==> src/rtl/core/assert_macros.svh <==
// ----------------------------------------------------------------------------
// Assertion macros
// Shared concurrent assertion forms, clocked on clk and quiet during reset.
// ----------------------------------------------------------------------------
`ifndef ASSERT_MACROS_SVH
`define ASSERT_MACROS_SVH

// same-cycle implication
`define ASSERT_IMPL(label, ante, cons) \
    label: assert property (@(posedge clk) disable iff (!rst_n) (ante) |-> (cons)) \
        else $error("assertion failed: implication");

// implication checked in the next cycle
`define ASSERT_NEXT(label, ante, cons) \
    label: assert property (@(posedge clk) disable iff (!rst_n) (ante) |=> (cons)) \
        else $error("assertion failed: next-cycle implication");

`endif

==> src/rtl/core/omni3_pkg.sv <==
`timescale 1ns / 1ps
// ----------------------------------------------------------------------------
// omni3_pkg
// Widths, register indexes and beat types of the omni wheel speed pipeline.
// ----------------------------------------------------------------------------
package omni3_pkg;

    localparam int IN_BITS    = 16;
    localparam int R_BITS     = 10;
    localparam int LIM_BITS   = 15;
    localparam int CFG_BITS   = 15;
    localparam int IDX_BITS   = 2;
    localparam int W_BITS     = 18;   // raw wheel speed, |w| <= 52946
    localparam int MAG_BITS   = 16;
    localparam int QUO_BITS   = 15;   // scaled magnitude never exceeds the limit
    localparam int PROD_BITS  = MAG_BITS + LIM_BITS;
    localparam int NUM_WHEELS = 3;

    localparam logic [15:0] SIN60_Q15 = 16'd28378;

    localparam logic [R_BITS-1:0]   R_RESET     = 10'd150;
    localparam logic [LIM_BITS-1:0] LIMIT_RESET = 15'd1000;

    localparam logic [IDX_BITS-1:0] REG_CENTER = 2'd0;
    localparam logic [IDX_BITS-1:0] REG_LIMIT  = 2'd1;

    typedef logic signed [W_BITS-1:0] wheel_t;
    typedef logic [MAG_BITS-1:0]      mag_t;

    typedef struct packed {
        wheel_t [NUM_WHEELS-1:0] w;
    } kin_beat_t;

    typedef struct packed {
        logic                                 scaled;
        logic [NUM_WHEELS-1:0]                neg;
        wheel_t [NUM_WHEELS-1:0]              w;
        mag_t                                 mx;
        logic [NUM_WHEELS-1:0][MAG_BITS-1:0]  rem;
        logic [NUM_WHEELS-1:0][QUO_BITS-1:0]  low;
        logic [NUM_WHEELS-1:0][QUO_BITS-1:0]  quo;
    } div_beat_t;

endpackage

==> src/rtl/core/omni3_div_step.sv <==
`timescale 1ns / 1ps
// ----------------------------------------------------------------------------
// omni3_div_step
// One restoring-division stage: one quotient bit for each of the three lanes.
// ----------------------------------------------------------------------------
module omni3_div_step (
    input  logic                    clk,
    input  logic                    rst_n,
    input  logic                    in_valid,
    input  omni3_pkg::div_beat_t    in_beat,
    output logic                    out_valid,
    output omni3_pkg::div_beat_t    out_beat
);

    localparam int NW = omni3_pkg::NUM_WHEELS;
    localparam int QB = omni3_pkg::QUO_BITS;
    localparam int MB = omni3_pkg::MAG_BITS;

    logic                   valid_reg;
    omni3_pkg::div_beat_t   beat_reg, beat_next;
    logic [MB:0]            trial;
    logic [MB:0]            diff;

    always_comb
    begin
        beat_next = in_beat;
        for (int i = 0; i < NW; i++)
        begin
            // bring down the next numerator bit and try the subtract
            trial = {in_beat.rem[i], in_beat.low[i][QB-1]};
            diff  = trial - {1'b0, in_beat.mx};
            if (trial >= {1'b0, in_beat.mx})
            begin
                beat_next.rem[i] = diff[MB-1:0];
                beat_next.quo[i] = {in_beat.quo[i][QB-2:0], 1'b1};
            end
            else
            begin
                beat_next.rem[i] = trial[MB-1:0];
                beat_next.quo[i] = {in_beat.quo[i][QB-2:0], 1'b0};
            end
            beat_next.low[i] = {in_beat.low[i][QB-2:0], 1'b0};
        end
    end

    always_ff @(posedge clk or negedge rst_n)
    begin
        if (!rst_n)
            valid_reg <= 1'b0;
        else
            valid_reg <= in_valid;
    end

    always_ff @(posedge clk)
    begin
        beat_reg <= beat_next;
    end

    assign out_valid = valid_reg;
    assign out_beat  = beat_reg;

endmodule

==> config.mk <==
export PLATFORM = sky130hd
export DESIGN_NAME = omni3_div_step
export DESIGN_NICKNAME = d
export VERILOG_FILES = /design/src/rtl/core/assert_macros.svh /design/src/rtl/core/omni3_pkg.sv /design/src/rtl/core/omni3_div_step.sv
export SDC_FILE = /design/constraint.sdc
export NUM_CORES = 1
export LEC_CHECK = 0
export BUFFER_PORTS_ARGS = -buffer_cell sky130_fd_sc_hd__buf_2
export CELL_PAD_IN_SITES_DETAIL_PLACEMENT = 1
export CELL_PAD_IN_SITES_GLOBAL_PLACEMENT = 1
export CORE_AREA = 2 2 164 166
export CTS_BUF_LIST = sky130_fd_sc_hd__clkbuf_8
export CTS_CLUSTER_SIZE = 25
export DETAILED_ROUTE_END_ITERATION = 8
export DIE_AREA = 0 0 166 168
export PLACE_DENSITY_LB_ADDON = 0.1
export SETUP_SLACK_MARGIN = 0.5
export SLEW_MARGIN = 20
export SYNTH_ARGS = -nofsm -noshare
export SYNTH_HDL_FRONTEND = slang
export SYNTH_SLANG_ARGS = --single-unit
==> constraint.sdc <==
create_clock -name clk -period 1.25 [get_ports clk]
set_clock_uncertainty 0.15 [all_clocks]
set_input_delay 0.25 -clock clk [delete_from_list [all_inputs] [get_ports clk]]
set_output_delay 0.25 -clock clk [all_outputs]
set_load 0.005 [all_outputs]
**Word-level counts from Yosys, hierarchy flattened**

Index checks and enable logic that the tools add are counted.

- Word-level logic and storage cells: 28
- Output and inout port bits: 213
- Input bits: 215
- Register bits after elaboration: 210

- Order comparisons: 3
- Multiplexer cells: 6
- Add/subtract/negate cells: 3

Operators with widths:

| cell | count |
|---|---|
| $ge 17x16->1 | 3 |
| $mux 16 | 3 |
| $sub 16x16->16 | 3 |
| $mux 1 | 3 |

**Depth between registers and ports, before layout**

- Word-level depth: 2
- Mapped depth: 11
- Mapped depth without buffers: 9

**Least setup slack after synthesis**

OpenSTA, ideal clock, no wires.

- Path kind: input -> register
- Start point: input in_beat[147] (netlist bit)
- End point: register beat_reg (netlist bit out_beat[129])
- Data arrival time: 2.389 ns
- Setup slack: -1.410 ns
- Buffers on the path: 2
- Stages: 11
- Setup time: 0.121 ns
- Cells stage by stage: inv_1 > ha_1 > buf_2 > nand2_1 > and2b_1 > nand4_1 > or4_4 > o211a_4 > clkinv_2 > buf_8 > mux2_2

RTL lines:

| item | line | RTL |
|---|---|---|
| from (decl) | omni3_div_step.sv:10 | `input omni3_pkg::div_beat_t in_beat,` |
| to (signal assigned) | omni3_div_step.sv:56 | `beat_reg <= beat_next;` |
| to (decl) | omni3_div_step.sv:20 | `omni3_pkg::div_beat_t beat_reg, beat_next;` |

**Worst setup path after layout**

- Start point: input in_beat[148] (netlist bit)
- End point: register beat_reg (netlist bit out_beat[30])

- Word-level cells in the longest chain between the ends: 2

RTL lines:

| item | line | RTL |
|---|---|---|
| $ge 17x16->1 | omni3_div_step.sv:32 | `if (trial >= {1'b0, in_beat.mx})` |
| $mux 1 | omni3_div_step.sv:32 |  |

No other way between the ends.

==> flow_metrics.env <==
export IMPL_timing_fmax_mhz=455
export IMPL_worst_slack_ps=-946
export IMPL_clkTransAtPathRegs_ps=70
export IMPL_crit_type="input port to register"
export IMPL_crit_family="buffers and inverters"
export IMPL_yosys_area_share_simple_pct=8.48
export IMPL_synth_xor_area_share_pct=2.97
export IMPL_synth_fa_ha_area_share_pct=8.98
export IMPL_rsz0062_at_grt="yes"
export IMPL_num_vias=8324
export IMPL_critPathRequiredTime_ps=1530
export IMPL_syn_inst=636
export IMPL_total_power_mw=19.7
export IMPL_vdd_drop_max_mv=0.944
export IMPL_synth_compound_area_share_pct=13.2
export IMPL_die_width_um=166
export IMPL_setup_violations=261
export IMPL_area_growth_pct=108
export IMPL_synth_edf_count=0
export IMPL_rows=60
export IMPL_synthArstFlopShare_pct=0.476
export IMPL_drcViolationCount=0
export IMPL_overflow=0
export IMPL_critical_path_buf_inv_count=9
export IMPL_syn_area_um2=7360
export IMPL_power_per_cell_area_nw_per_um2=1290
export IMPL_drive_gt1_share_pct=62.4
export IMPL_synth_top_family_by_area="compound AO/OA/AOI/OAI gates"
export IMPL_maxSlewViolCount=0
export IMPL_hold_class="input port to register"
export IMPL_cp_max_fo=7
export IMPL_die_h_um=168
export IMPL_place_congestion=0.851
export IMPL_ioPinCount=428
export IMPL_detail_route_wl_per_cell_um=22.1
export IMPL_clk_path_buf_depth=3
export IMPL_grt_pass1_vias=9023
export IMPL_end_kind="register"
export IMPL_drtPass1Iterations=4
export IMPL_critPathLaunchType="input port"
export IMPL_start_util_pct=27.9
export IMPL_dieArea_um2=27900
export IMPL_htreeDepth=2
export IMPL_gr_usage_all_layers_pct=26.3
export IMPL_grt_max_degree=11
export IMPL_finalHoldViolCount=45
export IMPL_ys_ff_latch=210
export IMPL_cpMostUsedCell="buf_6"
export IMPL_via_per_inst=4.58
export IMPL_drv_cap=0
export IMPL_cts_tree="done"
export IMPL_nets=1706
export IMPL_status="complete, but fails checks"
export IMPL_power_leakage_nw=7.37
export IMPL_muxShareOfSynthArea_pct=6.41
export IMPL_syn_avg_cell_area_um2=11.6
export IMPL_ant_nets=0
export IMPL_coreArea_um2=26400
export IMPL_routed_wl_um=40200
export IMPL_yosys_warnings=0
export IMPL_io_buffers=421
export IMPL_grt_pass1_wl_um=55700
export IMPL_ys_seq_area_share_pct=57.2
export IMPL_grt_antenna_before_repair=10
export IMPL_cts_sinks=210
export IMPL_finalCritPeriodShare_pct=176
export IMPL_period_needed_ps=2200
export IMPL_violations="hold timing, setup timing"
export IMPL_ys_types=67
export IMPL_cp_cell_sequence="buf_8, clkinvlp_4, buf_6, ha_4, buf_4, buf_6, a21o_1, a21o_1, a21oi_2, o211a_1, o211a_4, clkinv_8, buf_6, buf_6, buf_6"
export IMPL_slowest_delay_ps=270
export IMPL_drt_iter0_drc=248
export IMPL_synth_ff_type="dfxtp_1"
export IMPL_fin_hold_ws_ps=-197
export IMPL_cts_root_buf="clkbuf_8"
export IMPL_post_dp_hpwl_um=26000
export IMPL_slowest_stage="o211a_4"
export IMPL_cp_arrival_ps=2480
export IMPL_utilization_pct=58.2
export IMPL_numCtsBuffers=38
-- routing by layer --
| metal | track usage [%] | up-vias | wire length (um) |
|---|---|---|---|
| met5 | 0 | - | 70 |
| met4 | 12.2 | 10 | 2080 |
| met3 | 7.90 | 123 | 2800 |
| met2 | 44.9 | 355 | 19600 |
| met1 | 30.5 | 3957 | 15600 |
| li1 | - | 3879 | - |
-- placed cells by master, fill, tap and decap left out, types with 10 or more instances in the layout --
cell           instances
ha_1                  31
inv_1                 29
dfxtp_1               82
o21ai_0               20
nand2_1               26
xnor2_1               21
clkinv_2              10
dlygate4sd3_1        160
buf_4                160
o21a_1                11
a21oi_2               11
mux2i_1               10
a21o_1                11
dfxtp_2              120
ha_4                  16
nor2_1                31
clkbuf_8              49
buf_6                139
mux2_4                31
a21oi_1               27
nand3_1               11
buf_2                302
-- logic make-up (layout without fill, tap and decap cells) --
logic type      count (synthesis)  count (layout)
flops                         210             210
buf+inv                        42             874
xor+xnor                       25              25
mux                            41              41
compound gates                142             142
fa+ha+maj                      51              51
simple gates                  124             124
other cells                     1               9
-- Yosys cell counts, drive strengths merged (4+ instances only) --
master / n / area, um2
or2: 7 / 43.8
o31ai: 6 / 50.1
ha: 48 / 601
xor2: 4 / 35.0
a211o: 4 / 36.3
a21o: 11 / 82.6
o211ai: 6 / 45.0
dfxtp: 209 / 4180
nor3: 9 / 45.0
nor2b: 8 / 50.1
nand2: 28 / 108
mux2i: 10 / 100
nand2b: 4 / 25.0
or4: 4 / 37.5
o21ai: 24 / 120
a21oi: 38 / 190
nand3: 13 / 70.1
inv: 32 / 120
nand4: 5 / 31.3
o21a: 11 / 82.6
buf: 7 / 67.6
a211oi: 6 / 45.0
xnor2: 21 / 184
mux2: 31 / 372
a31oi: 8 / 50.1
nor2: 34 / 128
-- power by group --
| group | leakage (nW) | total [mW] | internal [mW] | switching [mW] |
|---|---|---|---|---|
| Sequential | 1.78 | 7.68 | 7.38 | 0.291 |
| Clock | 0.446 | 6.78 | 3.56 | 3.22 |
| Combinational | 5.15 | 5.28 | 3.10 | 2.17 |
-- sequential cells by signal, summed over array words and instances, names as in the netlist --
name,flops
out_beat,209
out_valid,1
-- what timing repair did --
action | 4_1_cts | 5_1_grt
hold buffers | 159 | 1
pin swaps | 27 | 13
endpoints found under the hold margin | 205 | 46
setup endpoints to repair | 261 | 261
resized for setup | 225 | 158
setup buffers | 31 | 8
cloned | 2 | 0
-- per-stage QoR --
stage / setup TNS (ps) / instance area, um2 / setup WS, ps / instances / hold slack, ps
after floorplan: -53850 / 7590 / -1240 / 638 / -196
after global placement: -68400 / 11200 / -1490 / 1540 / -125
after detailed placement: -70290 / 11200 / -1550 / 1540 / -119
after CTS: -68960 / 14700 / -883 / 1802 / -361
after global routing: -76050 / 15300 / -966 / 1815 / -216
final: -67240 / 15300 / -946 / 1817 / -197
-- final timing paths --
kind	start	end	slack, ps	cells past startpoint
min	in_beat[118]	out_beat[119]	-200	2
max in group asynchronous	rst_n	out_valid	950	2
max	in_beat[148]	out_beat[30]	-950	15
min in group asynchronous	rst_n	out_valid	-90	2
-- area by class of cell --
cell class,count,area (um2)
fill,2874,11000
timing repair buffer,770,6050
sequential,210,4390
multi-input combinational,386,3510
clock buffer,49,674
tap,341,427
inverter,33,166
clock inverter,21,103
timing repair inverter,1,16.3
antenna,6,15.0
Power figures use the tool's default switching activity.
