### src/rtl/core/assert_macros.svh
// ----------------------------------------------------------------------------
// Assertion macros
// Shared concurrent assertion forms, clocked on clk and quiet during reset.
// ----------------------------------------------------------------------------
`ifndef ASSERT_MACROS_SVH
`define ASSERT_MACROS_SVH

// same-cycle implication
`define ASSERT_IMPL(label, ante, cons) \
    label: assert property (@(posedge clk) disable iff (!rst_n) (ante) |-> (cons)) \
        else $error("assertion failed: implication");

// implication checked in the next cycle
`define ASSERT_NEXT(label, ante, cons) \
    label: assert property (@(posedge clk) disable iff (!rst_n) (ante) |=> (cons)) \
        else $error("assertion failed: next-cycle implication");

`endif

### src/rtl/core/omni3_pkg.sv
`timescale 1ns / 1ps
// ----------------------------------------------------------------------------
// omni3_pkg
// Widths, register indexes and beat types of the omni wheel speed pipeline.
// ----------------------------------------------------------------------------
package omni3_pkg;

    localparam int IN_BITS    = 16;
    localparam int R_BITS     = 10;
    localparam int LIM_BITS   = 15;
    localparam int CFG_BITS   = 15;
    localparam int IDX_BITS   = 2;
    localparam int W_BITS     = 18;   // raw wheel speed, |w| <= 52946
    localparam int MAG_BITS   = 16;
    localparam int QUO_BITS   = 15;   // scaled magnitude never exceeds the limit
    localparam int PROD_BITS  = MAG_BITS + LIM_BITS;
    localparam int NUM_WHEELS = 3;

    localparam logic [15:0] SIN60_Q15 = 16'd28378;

    localparam logic [R_BITS-1:0]   R_RESET     = 10'd150;
    localparam logic [LIM_BITS-1:0] LIMIT_RESET = 15'd1000;

    localparam logic [IDX_BITS-1:0] REG_CENTER = 2'd0;
    localparam logic [IDX_BITS-1:0] REG_LIMIT  = 2'd1;

    typedef logic signed [W_BITS-1:0] wheel_t;
    typedef logic [MAG_BITS-1:0]      mag_t;

    typedef struct packed {
        wheel_t [NUM_WHEELS-1:0] w;
    } kin_beat_t;

    typedef struct packed {
        logic                                 scaled;
        logic [NUM_WHEELS-1:0]                neg;
        wheel_t [NUM_WHEELS-1:0]              w;
        mag_t                                 mx;
        logic [NUM_WHEELS-1:0][MAG_BITS-1:0]  rem;
        logic [NUM_WHEELS-1:0][QUO_BITS-1:0]  low;
        logic [NUM_WHEELS-1:0][QUO_BITS-1:0]  quo;
    } div_beat_t;

endpackage

### src/rtl/core/omni3_norm.sv
`timescale 1ns / 1ps
// ----------------------------------------------------------------------------
// omni3_norm
// Magnitudes, largest magnitude and limit test, then magnitude times limit.
// ----------------------------------------------------------------------------
module omni3_norm (
    input  logic                                 clk,
    input  logic                                 rst_n,
    input  logic                                 in_valid,
    input  omni3_pkg::kin_beat_t                 in_beat,
    input  logic [omni3_pkg::LIM_BITS-1:0]       limit,
    output logic                                 out_valid,
    output omni3_pkg::div_beat_t                 out_beat
);

    localparam int NW = omni3_pkg::NUM_WHEELS;

    logic                                 v3_reg;
    omni3_pkg::mag_t [NW-1:0]             mag_reg, mag_next;
    logic [NW-1:0]                        neg_reg, neg_next;
    omni3_pkg::wheel_t [NW-1:0]           w_reg;
    omni3_pkg::mag_t                      mx_reg, mx_next;
    logic                                 scaled_reg, scaled_next;
    omni3_pkg::mag_t                      m01;
    omni3_pkg::wheel_t                    absv;

    logic                                 v4_reg;
    omni3_pkg::div_beat_t                 beat_reg, beat_next;
    logic [omni3_pkg::PROD_BITS-1:0]      prod;

    // stage 3: magnitudes and largest one
    always_comb
    begin
        for (int i = 0; i < NW; i++)
        begin
            neg_next[i] = in_beat.w[i][omni3_pkg::W_BITS-1];
            absv        = neg_next[i] ? -$signed(in_beat.w[i]) : $signed(in_beat.w[i]);
            mag_next[i] = absv[omni3_pkg::MAG_BITS-1:0];
        end
        m01         = (mag_next[0] > mag_next[1]) ? mag_next[0] : mag_next[1];
        mx_next     = (m01 > mag_next[2]) ? m01 : mag_next[2];
        scaled_next = mx_next > omni3_pkg::mag_t'(limit);
    end

    // stage 4: numerator of the scale division, split into head and tail bits
    always_comb
    begin
        beat_next.scaled = scaled_reg;
        beat_next.neg    = neg_reg;
        beat_next.w      = w_reg;
        beat_next.mx     = mx_reg;
        for (int i = 0; i < NW; i++)
        begin
            prod = omni3_pkg::PROD_BITS'(mag_reg[i]) * omni3_pkg::PROD_BITS'(limit);
            beat_next.rem[i] = prod[omni3_pkg::PROD_BITS-1:omni3_pkg::QUO_BITS];
            beat_next.low[i] = prod[omni3_pkg::QUO_BITS-1:0];
            beat_next.quo[i] = '0;
        end
    end

    always_ff @(posedge clk or negedge rst_n)
    begin
        if (!rst_n)
        begin
            v3_reg <= 1'b0;
            v4_reg <= 1'b0;
        end
        else
        begin
            v3_reg <= in_valid;
            v4_reg <= v3_reg;
        end
    end

    always_ff @(posedge clk)
    begin
        mag_reg    <= mag_next;
        neg_reg    <= neg_next;
        w_reg      <= in_beat.w;
        mx_reg     <= mx_next;
        scaled_reg <= scaled_next;
        beat_reg   <= beat_next;
    end

    assign out_valid = v4_reg;
    assign out_beat  = beat_reg;

endmodule

### config.mk
export PLATFORM = sky130hd
export DESIGN_NAME = omni3_norm
export DESIGN_NICKNAME = d
export VERILOG_FILES = /design/src/rtl/core/assert_macros.svh /design/src/rtl/core/omni3_pkg.sv /design/src/rtl/core/omni3_norm.sv
export SDC_FILE = /design/constraint.sdc
export NUM_CORES = 2
export LEC_CHECK = 0
export BUFFER_PORTS_ARGS = -buffer_cell sky130_fd_sc_hd__buf_2
export CAP_MARGIN = 20
export CORE_ASPECT_RATIO = 2
export CORE_UTILIZATION = 50
export DETAILED_ROUTE_END_ITERATION = 10
export PLACE_DENSITY = 0.77
export REMOVE_ABC_BUFFERS = 1
export SLEW_MARGIN = 20
export SYNTH_ARGS = -nofsm -noshare
export SYNTH_HDL_FRONTEND = slang
export SYNTH_SLANG_ARGS = --single-unit
### constraint.sdc
create_clock -name clk -period 7.1 [get_ports clk]
set_clock_uncertainty 0.05 [all_clocks]
set_input_delay 0.71 -clock clk [delete_from_list [all_inputs] [get_ports clk]]
set_output_delay 0.71 -clock clk [all_outputs]
set_load 0.05 [all_outputs]
=== Word level (Yosys, flattened, before mapping) ===
Cells that the tools add are included.

* Flip-flop bits (word level): 291
* Bits of input ports: 72
* Output and inout bits: 213

* Add/sub/neg operators: 3
* $mul: 3
* Order comparisons: 3
* Multiplexer cells: 5

{| class="wikitable"
|+ Operators by type and width
! kind !! number
|-
| $mul A16 B15 Y31 || 3
|-
| $mux W16 || 5
|-
| $neg A16 Y16 || 3
|-
| $gt A16 B16 Y1 || 2
|-
| $gt A16 B15 Y1 || 1
|}

=== Logic depth before layout (Yosys ltp) ===
* Depth in word-level cells: 7
* Depth in mapped cells: 34
* Mapped depth without buffers: 32

=== Least setup slack after synthesis ===
OpenSTA, ideal clock, no wires.

* Path kind: input to register
* Start point: in in_beat[23] in the netlist's numbering
* End point: reg scaled_reg
* Setup time: 0.135 ns
* Arrival time: 7.237 ns
* Required time: 6.915 ns
* Path slack: -0.322 ns
* Cell stages on the path: 31
* Buffers on the path: 2
* Cells stage by stage: or4_4 or3_4 o31ai_1 and2_1 xnor2_1 inv_1 ha_1 and4_1 nand2_1 o311a_1 o22ai_4 buf_12 mux2_4 ha_1 nor2b_1 o21a_1 o21a_1 o21ai_0 o2111ai_1 o211ai_1 clkbuf_1 mux2_2 ha_1 nor2b_1 o21a_1 o21a_1 o21a_1 o21a_1 o21a_1 o21ai_0 o211ai_1

{| class="wikitable"
|+ RTL lines
! item !! line !! RTL
|-
| from (decl) || omni3_norm.sv:10 || <nowiki>input omni3_pkg::kin_beat_t in_beat,</nowiki>
|-
| to (signal assigned) || omni3_norm.sv:81 || <nowiki>scaled_reg <= scaled_next;</nowiki>
|-
| to (decl) || omni3_norm.sv:23 || <nowiki>logic scaled_reg, scaled_next;</nowiki>
|}

==> results.md <==
* Status: finished with violations
* Failing checks: design-rule violations
* Largest net degree at the start of global routing at 28
* Syn Std Cell Area at 31700 um2
* Number of global-route vias before repair at 26033
* Setup TNS at 0 ns
* Clock Latency Late Sink at 0.62 ns
* Slowest cell on crit path: dfxtp_1
* CTS tree: yes
* HP Class: input pin to register
* Sequential share of the synthesized area at 17.9%
* Cts bufs inserted at 29
* H-tree depth at 1
* Minimum clock period at 6.80 ns
* Initial antenna violation count at 4
* Syn. warnings at 0
* Max reg flops at 164
* Final HPWL DP at 67500 um
* I/O pin total at 285
* Cell taking the most area after synthesis: fa_1
* Final period util at 95.7%
* Total detailed-routing wirelength at 82300 um
* CTS root buf: clkbuf_16
* Synth area leaders: fa_1, dfxtp_1, ha_1, inv_1, and2_1
* Critical Path Sink Type: register
* Avg WL per Cell at 18.6 um
* CTS clock-pin slew for the worst setup and hold paths at 0.07 ns
* Placer's final routability congestion estimate at 0.907
* Post-route ant nets at 0
* Final Slew Violations at 0
* Die X at 180 um
* Max Freq at 147 MHz
* Std-Cell Rows at 130
* Num Clock Sinks at 282
* Final hold viol count at 0
* Die Span Y at 358 um
* Most frequently used flop master after synthesis: dfxtp_1
* DR vias at 23905
* Total track usage at 26.7%
* Max-Cap Viols at 0
* Drt pass-1 iters at 10
* Congestion Overflow GR at 0
* Flops & latches, synth at 282
* Final setup violation count at 0
* CP max stage delay at 0.83 ns
* Worst-path maximum fanout at 15
* CP Launch Type: register
* Core Region at 62600 um2
* Most frequent cell after synthesis: inv_1
* Post-synth top cells: inv_1, fa_1, nand2_1
* Share of layout cells above drive strength 1 at 13.7%
* Worst slew pin tran at 0.826 ns
* Async SR Flop Fraction at 0.709%
* Unrepaired setup endpoints after global routing: false
* Post-synth top area share at 34.1%
* Die area at 64400 um2
* Post-synth EDFFs at 0
* Slew margin rel. at 44.9%
* Bufs on Longest Clock Path at 3
* Post-synthesis cell count at 3308
* PortBufs at 239
* Final core utilization at 56.6%
* Nets at 4555
* Initial core utilization at 50.6%
* Most Frequent Cell on Critical Path: fa_1
* Post-synthesis cell type count at 72
* First-pass GRT wire length at 133000 um
* Avg Vias per Cell at 5.40
* CP Cell Sequence: nand2_1, fa_1, inv_1, fa_1, fa_1, inv_1, fa_1, fa_1, inv_1, fa_1, ha_1, nand4_1, nor4_1, buf_4, o31ai_1, buf_4, o211ai_1, a211oi_1, o31ai_1, a21oi_1, xnor2_1
* Setup CP Type: register to register
* Iter 0 DRT Violations at 1352
* Residual DRC at 36
* Worst Path Required at 7.59 ns
* Critical path arrival at 7.28 ns
* Synth Area per Inst at 9.57 um2
* Area grow syn2layout at 12.0%
-- layout make-up --
class                   count  area, um2
well taps                 792        991
clock buffers              35        768
fillers                  5403      27200
repair buffers            409       2510
clock inverters            19        209
inverters                 576       2160
flip-flops and latches    282       5660
diodes                      1       2.50
multi-input cells        2312      23100
-- layout by cell type, fill, tap and decap left out, types with 14 or more instances in the layout --
master,synthesis,layout
dfxtp_1,280,280
nand2_1,474,474
inv_1,576,576
fa_1,540,540
o21a_1,15,15
clkbuf_16,0,29
conb_1,1,45
and2_1,315,315
a211oi_1,15,15
ha_1,333,333
o31ai_1,16,16
xnor2_1,64,64
a21o_1,27,27
o21bai_1,15,15
mux2_2,14,14
nand3_1,21,21
a21oi_1,77,77
buf_4,48,166
nor2_1,57,57
o21ai_0,59,59
xor2_1,48,48
buf_2,0,239
or3_1,18,17
-- path summary, 6_finish.rpt --
check	endpoint	slack, ns	from	cells after the start
hold / removal	beat_next[170]$_DFF_P_	0.14	in_beat[16]	1
hold reg to reg	out_beat[153]$_DFF_P_	0.27	mx_reg[15]$_DFF_P_	0
max in group asynchronous	v3_reg$_DFF_PN0_	6.54	rst_n	2
min in group asynchronous	out_valid$_DFF_PN0_	0.36	rst_n	2
setup reg to reg	out_beat[105]$_DFF_P_	0.30	mag_reg[6]$_DFF_P_	21
setup / recovery	out_beat[105]$_DFF_P_	0.30	mag_reg[6]$_DFF_P_	21
-- worst max-delay path, delay by kind of cell, from the launching register on --
kind | cells | cell delay, ns
compound gates | 5 | 1.09
xor+xnor | 1 | 0.18
fa+ha+maj | 7 | 3.29
buf+inv | 5 | 0.51
flops | 1 | 0.83
simple gates | 3 | 0.73
-- cells by family (layout without fill, tap and decap cells) --
| group | Yosys count | count (layout) | synth area share (%) |
|---|---|---|---|
| multiplexers | 32 | 32 | 1.10 |
| flip-flops | 282 | 282 | 17.9 |
| AO/OA/AOI/OAI | 281 | 281 | 5.97 |
| buffers and inverters | 758 | 1039 | 9.61 |
| XOR/XNOR | 115 | 115 | 3.25 |
| other | 1 | 46 | 0.0118 |
| adder cells (fa/ha/maj) | 874 | 874 | 47.3 |
| AND/OR/NAND/NOR | 965 | 965 | 14.8 |
-- layer usage --
| layer | vias to the layer above | global-route usage (%) | wire length [um] |
|---|---|---|---|
| li1 | 10671 | - | - |
| met1 | 11872 | 28.2 | 28300 |
| met2 | 1001 | 48.2 | 41700 |
| met3 | 357 | 3.95 | 5270 |
| met4 | 4 | 20.2 | 6970 |
| met5 | - | 0 | 21 |
-- repair_timing --
item | 4_1_cts | 5_1_grt
hold buffers | 1 | 0
buffers inserted | 0 | 2
gates resized for setup | 0 | 4
hold endpoints to repair | 2 | 0
setup endpoints to repair | 0 | 1
-- metrics by stage --
stage / hold slack [ns] / instances / setup WS, ns / cell area (um2)
final: 0.140 / 4426 / 0.302 / 35400
after global routing: 0.123 / 4425 / 0.00179 / 35400
after CTS: 0.101 / 4423 / 0.271 / 35400
after detailed placement: 0.262 / 4368 / -0.399 / 34400
after global placement: 0.260 / 4368 / -0.294 / 34400
after floorplan: 0.260 / 3170 / -0.605 / 30900
Power is not shown: default switching activity piles up to over one toggle a cycle in this logic, so the estimate is an artifact.
