--- src/rtl/core/assert_macros.svh ---
// ----------------------------------------------------------------------------
// Assertion macros
// Shared concurrent assertion forms, clocked on clk and quiet during reset.
// ----------------------------------------------------------------------------
`ifndef ASSERT_MACROS_SVH
`define ASSERT_MACROS_SVH

// same-cycle implication
`define ASSERT_IMPL(label, ante, cons) \
    label: assert property (@(posedge clk) disable iff (!rst_n) (ante) |-> (cons)) \
        else $error("assertion failed: implication");

// implication checked in the next cycle
`define ASSERT_NEXT(label, ante, cons) \
    label: assert property (@(posedge clk) disable iff (!rst_n) (ante) |=> (cons)) \
        else $error("assertion failed: next-cycle implication");

`endif

--- src/rtl/core/omni3_pkg.sv ---
`timescale 1ns / 1ps
// ----------------------------------------------------------------------------
// omni3_pkg
// Widths, register indexes and beat types of the omni wheel speed pipeline.
// ----------------------------------------------------------------------------
package omni3_pkg;

    localparam int IN_BITS    = 16;
    localparam int R_BITS     = 10;
    localparam int LIM_BITS   = 15;
    localparam int CFG_BITS   = 15;
    localparam int IDX_BITS   = 2;
    localparam int W_BITS     = 18;   // raw wheel speed, |w| <= 52946
    localparam int MAG_BITS   = 16;
    localparam int QUO_BITS   = 15;   // scaled magnitude never exceeds the limit
    localparam int PROD_BITS  = MAG_BITS + LIM_BITS;
    localparam int NUM_WHEELS = 3;

    localparam logic [15:0] SIN60_Q15 = 16'd28378;

    localparam logic [R_BITS-1:0]   R_RESET     = 10'd150;
    localparam logic [LIM_BITS-1:0] LIMIT_RESET = 15'd1000;

    localparam logic [IDX_BITS-1:0] REG_CENTER = 2'd0;
    localparam logic [IDX_BITS-1:0] REG_LIMIT  = 2'd1;

    typedef logic signed [W_BITS-1:0] wheel_t;
    typedef logic [MAG_BITS-1:0]      mag_t;

    typedef struct packed {
        wheel_t [NUM_WHEELS-1:0] w;
    } kin_beat_t;

    typedef struct packed {
        logic                                 scaled;
        logic [NUM_WHEELS-1:0]                neg;
        wheel_t [NUM_WHEELS-1:0]              w;
        mag_t                                 mx;
        logic [NUM_WHEELS-1:0][MAG_BITS-1:0]  rem;
        logic [NUM_WHEELS-1:0][QUO_BITS-1:0]  low;
        logic [NUM_WHEELS-1:0][QUO_BITS-1:0]  quo;
    } div_beat_t;

endpackage

--- src/rtl/core/omni3_kin.sv ---
`timescale 1ns / 1ps
// ----------------------------------------------------------------------------
// omni3_kin
// Two-stage inverse kinematics: products, then truncating shifts and sums.
// ----------------------------------------------------------------------------
module omni3_kin (
    input  logic                                   clk,
    input  logic                                   rst_n,
    input  logic                                   in_valid,
    input  logic signed [omni3_pkg::IN_BITS-1:0]   vel_x,
    input  logic signed [omni3_pkg::IN_BITS-1:0]   vel_y,
    input  logic signed [omni3_pkg::IN_BITS-1:0]   yaw_rate,
    input  logic [omni3_pkg::R_BITS-1:0]           center,
    output logic                                   out_valid,
    output omni3_pkg::kin_beat_t                   out_beat
);

    logic                v1_reg;
    logic signed [31:0]  psx_reg, psx_next;
    logic signed [26:0]  prot_reg, prot_next;
    logic signed [15:0]  half_reg, half_next;
    logic signed [15:0]  vy_reg;
    logic signed [16:0]  vy_biased;

    logic                   v2_reg;
    omni3_pkg::kin_beat_t   beat_reg, beat_next;
    logic signed [31:0]     sx_full;
    logic signed [26:0]     rot_full;
    omni3_pkg::wheel_t      sx_w, rot_w, half_w, vy_w;

    // stage 1: multiply, halve vy toward zero
    always_comb
    begin
        psx_next  = vel_x * $signed(omni3_pkg::SIN60_Q15);
        prot_next = 27'(yaw_rate) * 27'($signed({1'b0, center}));
        vy_biased = 17'(vel_y) + $signed({16'd0, vel_y[15]});
        half_next = 16'(vy_biased >>> 1);
    end

    // stage 2: divide by powers of two toward zero, then sum
    always_comb
    begin
        sx_full  = (psx_reg + $signed({17'd0, {15{psx_reg[31]}}})) >>> 15;
        rot_full = (prot_reg + $signed({15'd0, {12{prot_reg[26]}}})) >>> 12;
        sx_w     = omni3_pkg::wheel_t'(sx_full);
        rot_w    = omni3_pkg::wheel_t'(rot_full);
        half_w   = omni3_pkg::wheel_t'(half_reg);
        vy_w     = omni3_pkg::wheel_t'(vy_reg);
        beat_next.w[0] = half_w + sx_w + rot_w;
        beat_next.w[1] = half_w - sx_w + rot_w;
        beat_next.w[2] = rot_w - vy_w;
    end

    always_ff @(posedge clk or negedge rst_n)
    begin
        if (!rst_n)
        begin
            v1_reg <= 1'b0;
            v2_reg <= 1'b0;
        end
        else
        begin
            v1_reg <= in_valid;
            v2_reg <= v1_reg;
        end
    end

    always_ff @(posedge clk)
    begin
        psx_reg  <= psx_next;
        prot_reg <= prot_next;
        half_reg <= half_next;
        vy_reg   <= vel_y;
        beat_reg <= beat_next;
    end

    assign out_valid = v2_reg;
    assign out_beat  = beat_reg;

endmodule

--- config.mk ---
export PLATFORM = sky130hd
export DESIGN_NAME = omni3_kin
export DESIGN_NICKNAME = d
export VERILOG_FILES = /design/src/rtl/core/assert_macros.svh /design/src/rtl/core/omni3_pkg.sv /design/src/rtl/core/omni3_kin.sv
export SDC_FILE = /design/constraint.sdc
export NUM_CORES = 1
export LEC_CHECK = 0
export BUFFER_PORTS_ARGS = -buffer_cell sky130_fd_sc_hd__buf_4
export CORE_UTILIZATION = 34
export DETAILED_ROUTE_END_ITERATION = 16
export PLACE_DENSITY = 0.55
export SKIP_LAST_GASP = 1
export SYNTH_ARGS = -nofsm -noshare
export SYNTH_HDL_FRONTEND = slang
export SYNTH_SLANG_ARGS = --single-unit
--- constraint.sdc ---
create_clock -name clk -period 6.65 [get_ports clk]
set_input_delay 1.33 -clock clk [delete_from_list [all_inputs] [get_ports clk]]
set_output_delay 1.33 -clock clk [all_outputs]
set_load 0.05 [all_outputs]
Word-level counts from Yosys, hierarchy flattened
Index checks and enable logic that the tools add are counted.
- add/subtract/negate cells: 8
- $mul: 2
- operators with widths (operator ; number):
    $add 18x15->18 ; 2
    $add 32x16->32 ; 1
    $mul 16x15->31 const B ; 1
    $add 27x13->27 ; 1
    $mul 16x11->27 ; 1
    $add 16x17->18 ; 1
    $sub 16x17->18 ; 1
    $add 16x2->17 ; 1
    $sub 15x16->17 ; 1
- logic and storage cells: 19
- input port bits: 61
- output and inout port bits: 55
- register bits: 146

Logic depth before layout (Yosys ltp)
- word-level depth: 3
- gate-level depth with buffers: 22
- depth with buffers taken out: 22

Least setup slack after synthesis
OpenSTA, ideal clock, no wires.
- kind: input-to-reg
- from: input vel_x[6] in the netlist's numbering
- to: register psx_reg[31]
- buffers on the path: 0
- data required time: 6.547 ns
- path slack: 0.369 ns
- arrival: 6.178 ns
- cell stages on the path: 19
- cells stage by stage: ha_1 > inv_1 > fa_1 > fa_1 > inv_1 > fa_1 > fa_1 > inv_1 > fa_1 > inv_1 > ha_1 > a2111oi_4 > o211ai_2 > nand2_2 > o21ai_2 > o41ai_4 > o31ai_2 > and3_1 > a2111oi_2
- word-level cells in the longest chain between the ends: 1
- ends and longest elaborated chain (element ; line ; RTL):
    from (decl) ; omni3_kin.sv:10 ; input logic signed [omni3_pkg::IN_BITS-1:0] vel_x,
    $mul 16x15->31 ; omni3_kin.sv:34 ; psx_next = vel_x * $signed(omni3_pkg::SIN60_Q15);
    named net psx_next[31] ; omni3_kin.sv:19 ; logic signed [31:0] psx_reg, psx_next;
    to (signal assigned) ; omni3_kin.sv:70 ; psx_reg <= psx_next;
    to (decl) ; omni3_kin.sv:19 ;
The timed path passes the listed nets, and every way through them passes these cells.

Final worst setup path
- from: input vel_x[7] in the netlist's numbering
- to: register psx_reg[31]
The elaborated chain is that of the path after synthesis.

==> flow_summary_export.csv <==
group,metric,value,unit
worst_hold_path,hold_path.class,"flip-flop to flip-flop",
worst_setup_path,cp_top_family,"adder cells",
detailed_routing,drt-pass1-iter-count,5,
yosys,synth.avg_cell_area,9.30,µm²
worst_setup_path,worstPathArrival,6.52,ns
worst_setup_path,end_kind,"flip-flop",
cts,cts_setup_buffers,0,
detailed_routing,ant_nets,0,
grt,grt_remaining_overflow,0,
placed_design,portBuffers,115,
yosys,synth_cells,2067,
timing,rsz0062_at_grt,"false",
detailed_routing,routedWlPerCell,14.4,µm
timing,finClkSkew,0.00944,ns
cts,clockRootBuffer,"clkbuf_16",
floorplan,die_w,240,µm
worst_setup_path,path_depth,20,
layout,mostFrequentLayoutCell,"inv_1",
floorplan,core_area,55500,µm²
cts,clock_sinks,144,
cts,cts_inserted_buffers,17,
worst_setup_path,cpPeakStageDelay,0.55,ns
worst_setup_path,crit_path_start_kind,"input port",
worst_setup_path,cp_slowest_cell,"fa_1",
detailed_routing,via_per_inst,4.54,
cts,clock_path_buffers,2,
detailed_routing,wirelength,42300,µm
detailed_routing,via_count,13400,
grt,grt_pass1_vias,14200,
worst_setup_path,rr_worst_depth,19,
placed_design,dp_hpwl,37300,µm
placed_design,routabilityCongestion,0.877,
detailed_routing,drc_errors,0,
yosys,synthesis.area,19200,µm²
floorplan,ios,116,
timing,tns,0,ns
worst_setup_path,cp_data_required_time,6.99,ns
yosys,synth_edf_count,0,
timing,hold_violations,0,
yosys,ys_warn_count,0,
layout,largest_reg_flops,52,
grt,grt_antenna_before_repair,0,
run_status,outcome,"finished, final reports clean",
worst_setup_path,r2r-end,"out_beat[17]$_DFF_P_",
layout,area_delta_synth_final,12.2,%
timing,slew_headroom,46.8,%
worst_setup_path,reg2reg_setup_slack,0.84,ns
job,drv_cap,0,
grt,grt_usage,15.5,%
layout,drive_above_1_share,8.83,%
worst_setup_path,critPathKind,"input port to flip-flop",
floorplan,fp-row-count,86,
floorplan,initial_core_util,34.6,%
cts,cts-resized-gates,0,
yosys,dominantRegCellSynth,"dfxtp_1",
worst_setup_path,timing.rr.start,"prot_reg[26]$_DFF_P_",
worst_setup_path,path_cells,"buf_4 > ha_1 > inv_1 > fa_1 > inv_1 > fa_1 > fa_1 > fa_1 > inv_1 > fa_1 > inv_1 > ha_1 > and3_1 > and4_1 > a31oi_1 > o21ai_2 > o41ai_4 > o31ai_2 > and3_1 > a2111oi_2",
layout,final_cell_mix,"inv_1, fa_1, ha_1, nand2_1, dfxtp_1",
cts,cts_tree,"built",
worst_setup_path,cp_common_cell,"fa_1",
yosys,synth_nets,2667,
worst_setup_path,startpoint,"vel_x[7]",
floorplan,die_h,240,µm
yosys,synth-seq-cells,144,
layout,stdcell_area,21600,µm²
timing,drv_slew,0,
timing,worstMarginPinSlew,0.793,ns
cts,cts_hold_buf,0,
yosys,synth_cell_types,83,
floorplan,die-area,57500,µm²
layout,nets,2784,
timing,post-route-period-util,93.0,%
worst_setup_path,crit_fanout,4,
cts,htreeDepth,4,
detailed_routing,drt_iter0_drc,619,
worst_setup_path,critPathBufInv,5,
timing,layout_min_cycle_time,6.19,ns
cts,clk_latency,0.44,ns
layout,diodes,0,
grt,grt_pass1_wl,70700,µm
timing,max_freq,162,MHz
yosys,async_reset_ff_share,1.39,%
cts,clk_transition_reported_paths,0.07,ns
placed_design,dpl_cell_area,21000,µm²
yosys,ys_seq_area_share,15.0,%
timing,setup_viol,0,
grt,grt_max_degree,21,
worst_setup_path,critPathCapture,"psx_reg[31]$_DFF_P_",
-- metrics by stage --
stage	worst slack, ns	hold slack [ns]	cells	util (%)
CTS	0.465	0.355	2945	38.9
global route	0.181	0.366	2945	38.9
floorplan	0.369	0.331	2067	-
detailed placement	0.00121	0.339	2913	37.8
global placement	0.0853	0.337	2913	37.8
finish	0.463	0.352	2945	38.9
-- routing by layer --
metal | up-vias | track usage (%) | share of wire, %
met2 | 159 | 26.0 | 47
met5 | - | 0 | 0
met4 | 0 | 4.37 | 1.8
met3 | 35 | 1.67 | 2.7
li1 | 6644 | - | -
met1 | 6541 | 20.9 | 49
-- layout make-up --
cell class / instances / area [µm²]
fill: 5564 / 34000
multi-input combinational: 1383 / 14300
sequential: 144 / 2890
inverter: 508 / 1910
timing repair buffer: 130 / 976
tap: 748 / 936
clock buffer: 19 / 443
clock inverter: 13 / 123
-- synthesized netlist by cell type (11+ instances only) --
master | count | area share, %
and2_1 | 83 | 2.7
fa_1 | 296 | 31
inv_1 | 508 | 9.9
ha_1 | 243 | 16
nand4_1 | 12 | 0.39
o21ai_0 | 47 | 1.2
xor2_1 | 50 | 2.3
nand2_1 | 143 | 2.8
a21o_1 | 29 | 1.1
nor2_1 | 71 | 1.4
dfxtp_1 | 142 | 15
a21oi_1 | 75 | 2.0
nor2b_1 | 11 | 0.36
clkbuf_1 | 28 | 0.55
and3_1 | 16 | 0.52
xnor2_1 | 107 | 4.9
nor3_1 | 21 | 0.55
nand3_1 | 31 | 0.81
-- logic make-up after synthesis --
| kind of cell | after synthesis | share of synthesized area, % |
|---|---|---|
| buffers and inverters | 540 | 10.6 |
| adder cells (fa/ha/maj) | 540 | 46.7 |
| AND/OR/NAND/NOR | 436 | 11.5 |
| AO/OA/AOI/OAI | 246 | 8.82 |
| XOR/XNOR | 157 | 7.15 |
| flip-flops | 144 | 15.0 |
| multiplexers | 4 | 0.208 |
-- worst min path at each step --
| stage | start | cells after the start | endpoint |
|---|---|---|---|
| final | v1_reg$_DFF_PN0_ | 0 | out_valid$_DFF_PN0_ |
| after global routing | v1_reg$_DFF_PN0_ | 0 | out_valid$_DFF_PN0_ |
| after CTS | v1_reg$_DFF_PN0_ | 0 | out_valid$_DFF_PN0_ |
| after detailed placement | v1_reg$_DFF_PN0_ | 0 | out_valid$_DFF_PN0_ |
| after global placement | v1_reg$_DFF_PN0_ | 0 | out_valid$_DFF_PN0_ |
| after floorplan | v1_reg$_DFF_PN0_ | 0 | out_valid$_DFF_PN0_ |
Power is not shown: default switching activity piles up to over one toggle a cycle in this logic, so the estimate is an artifact.
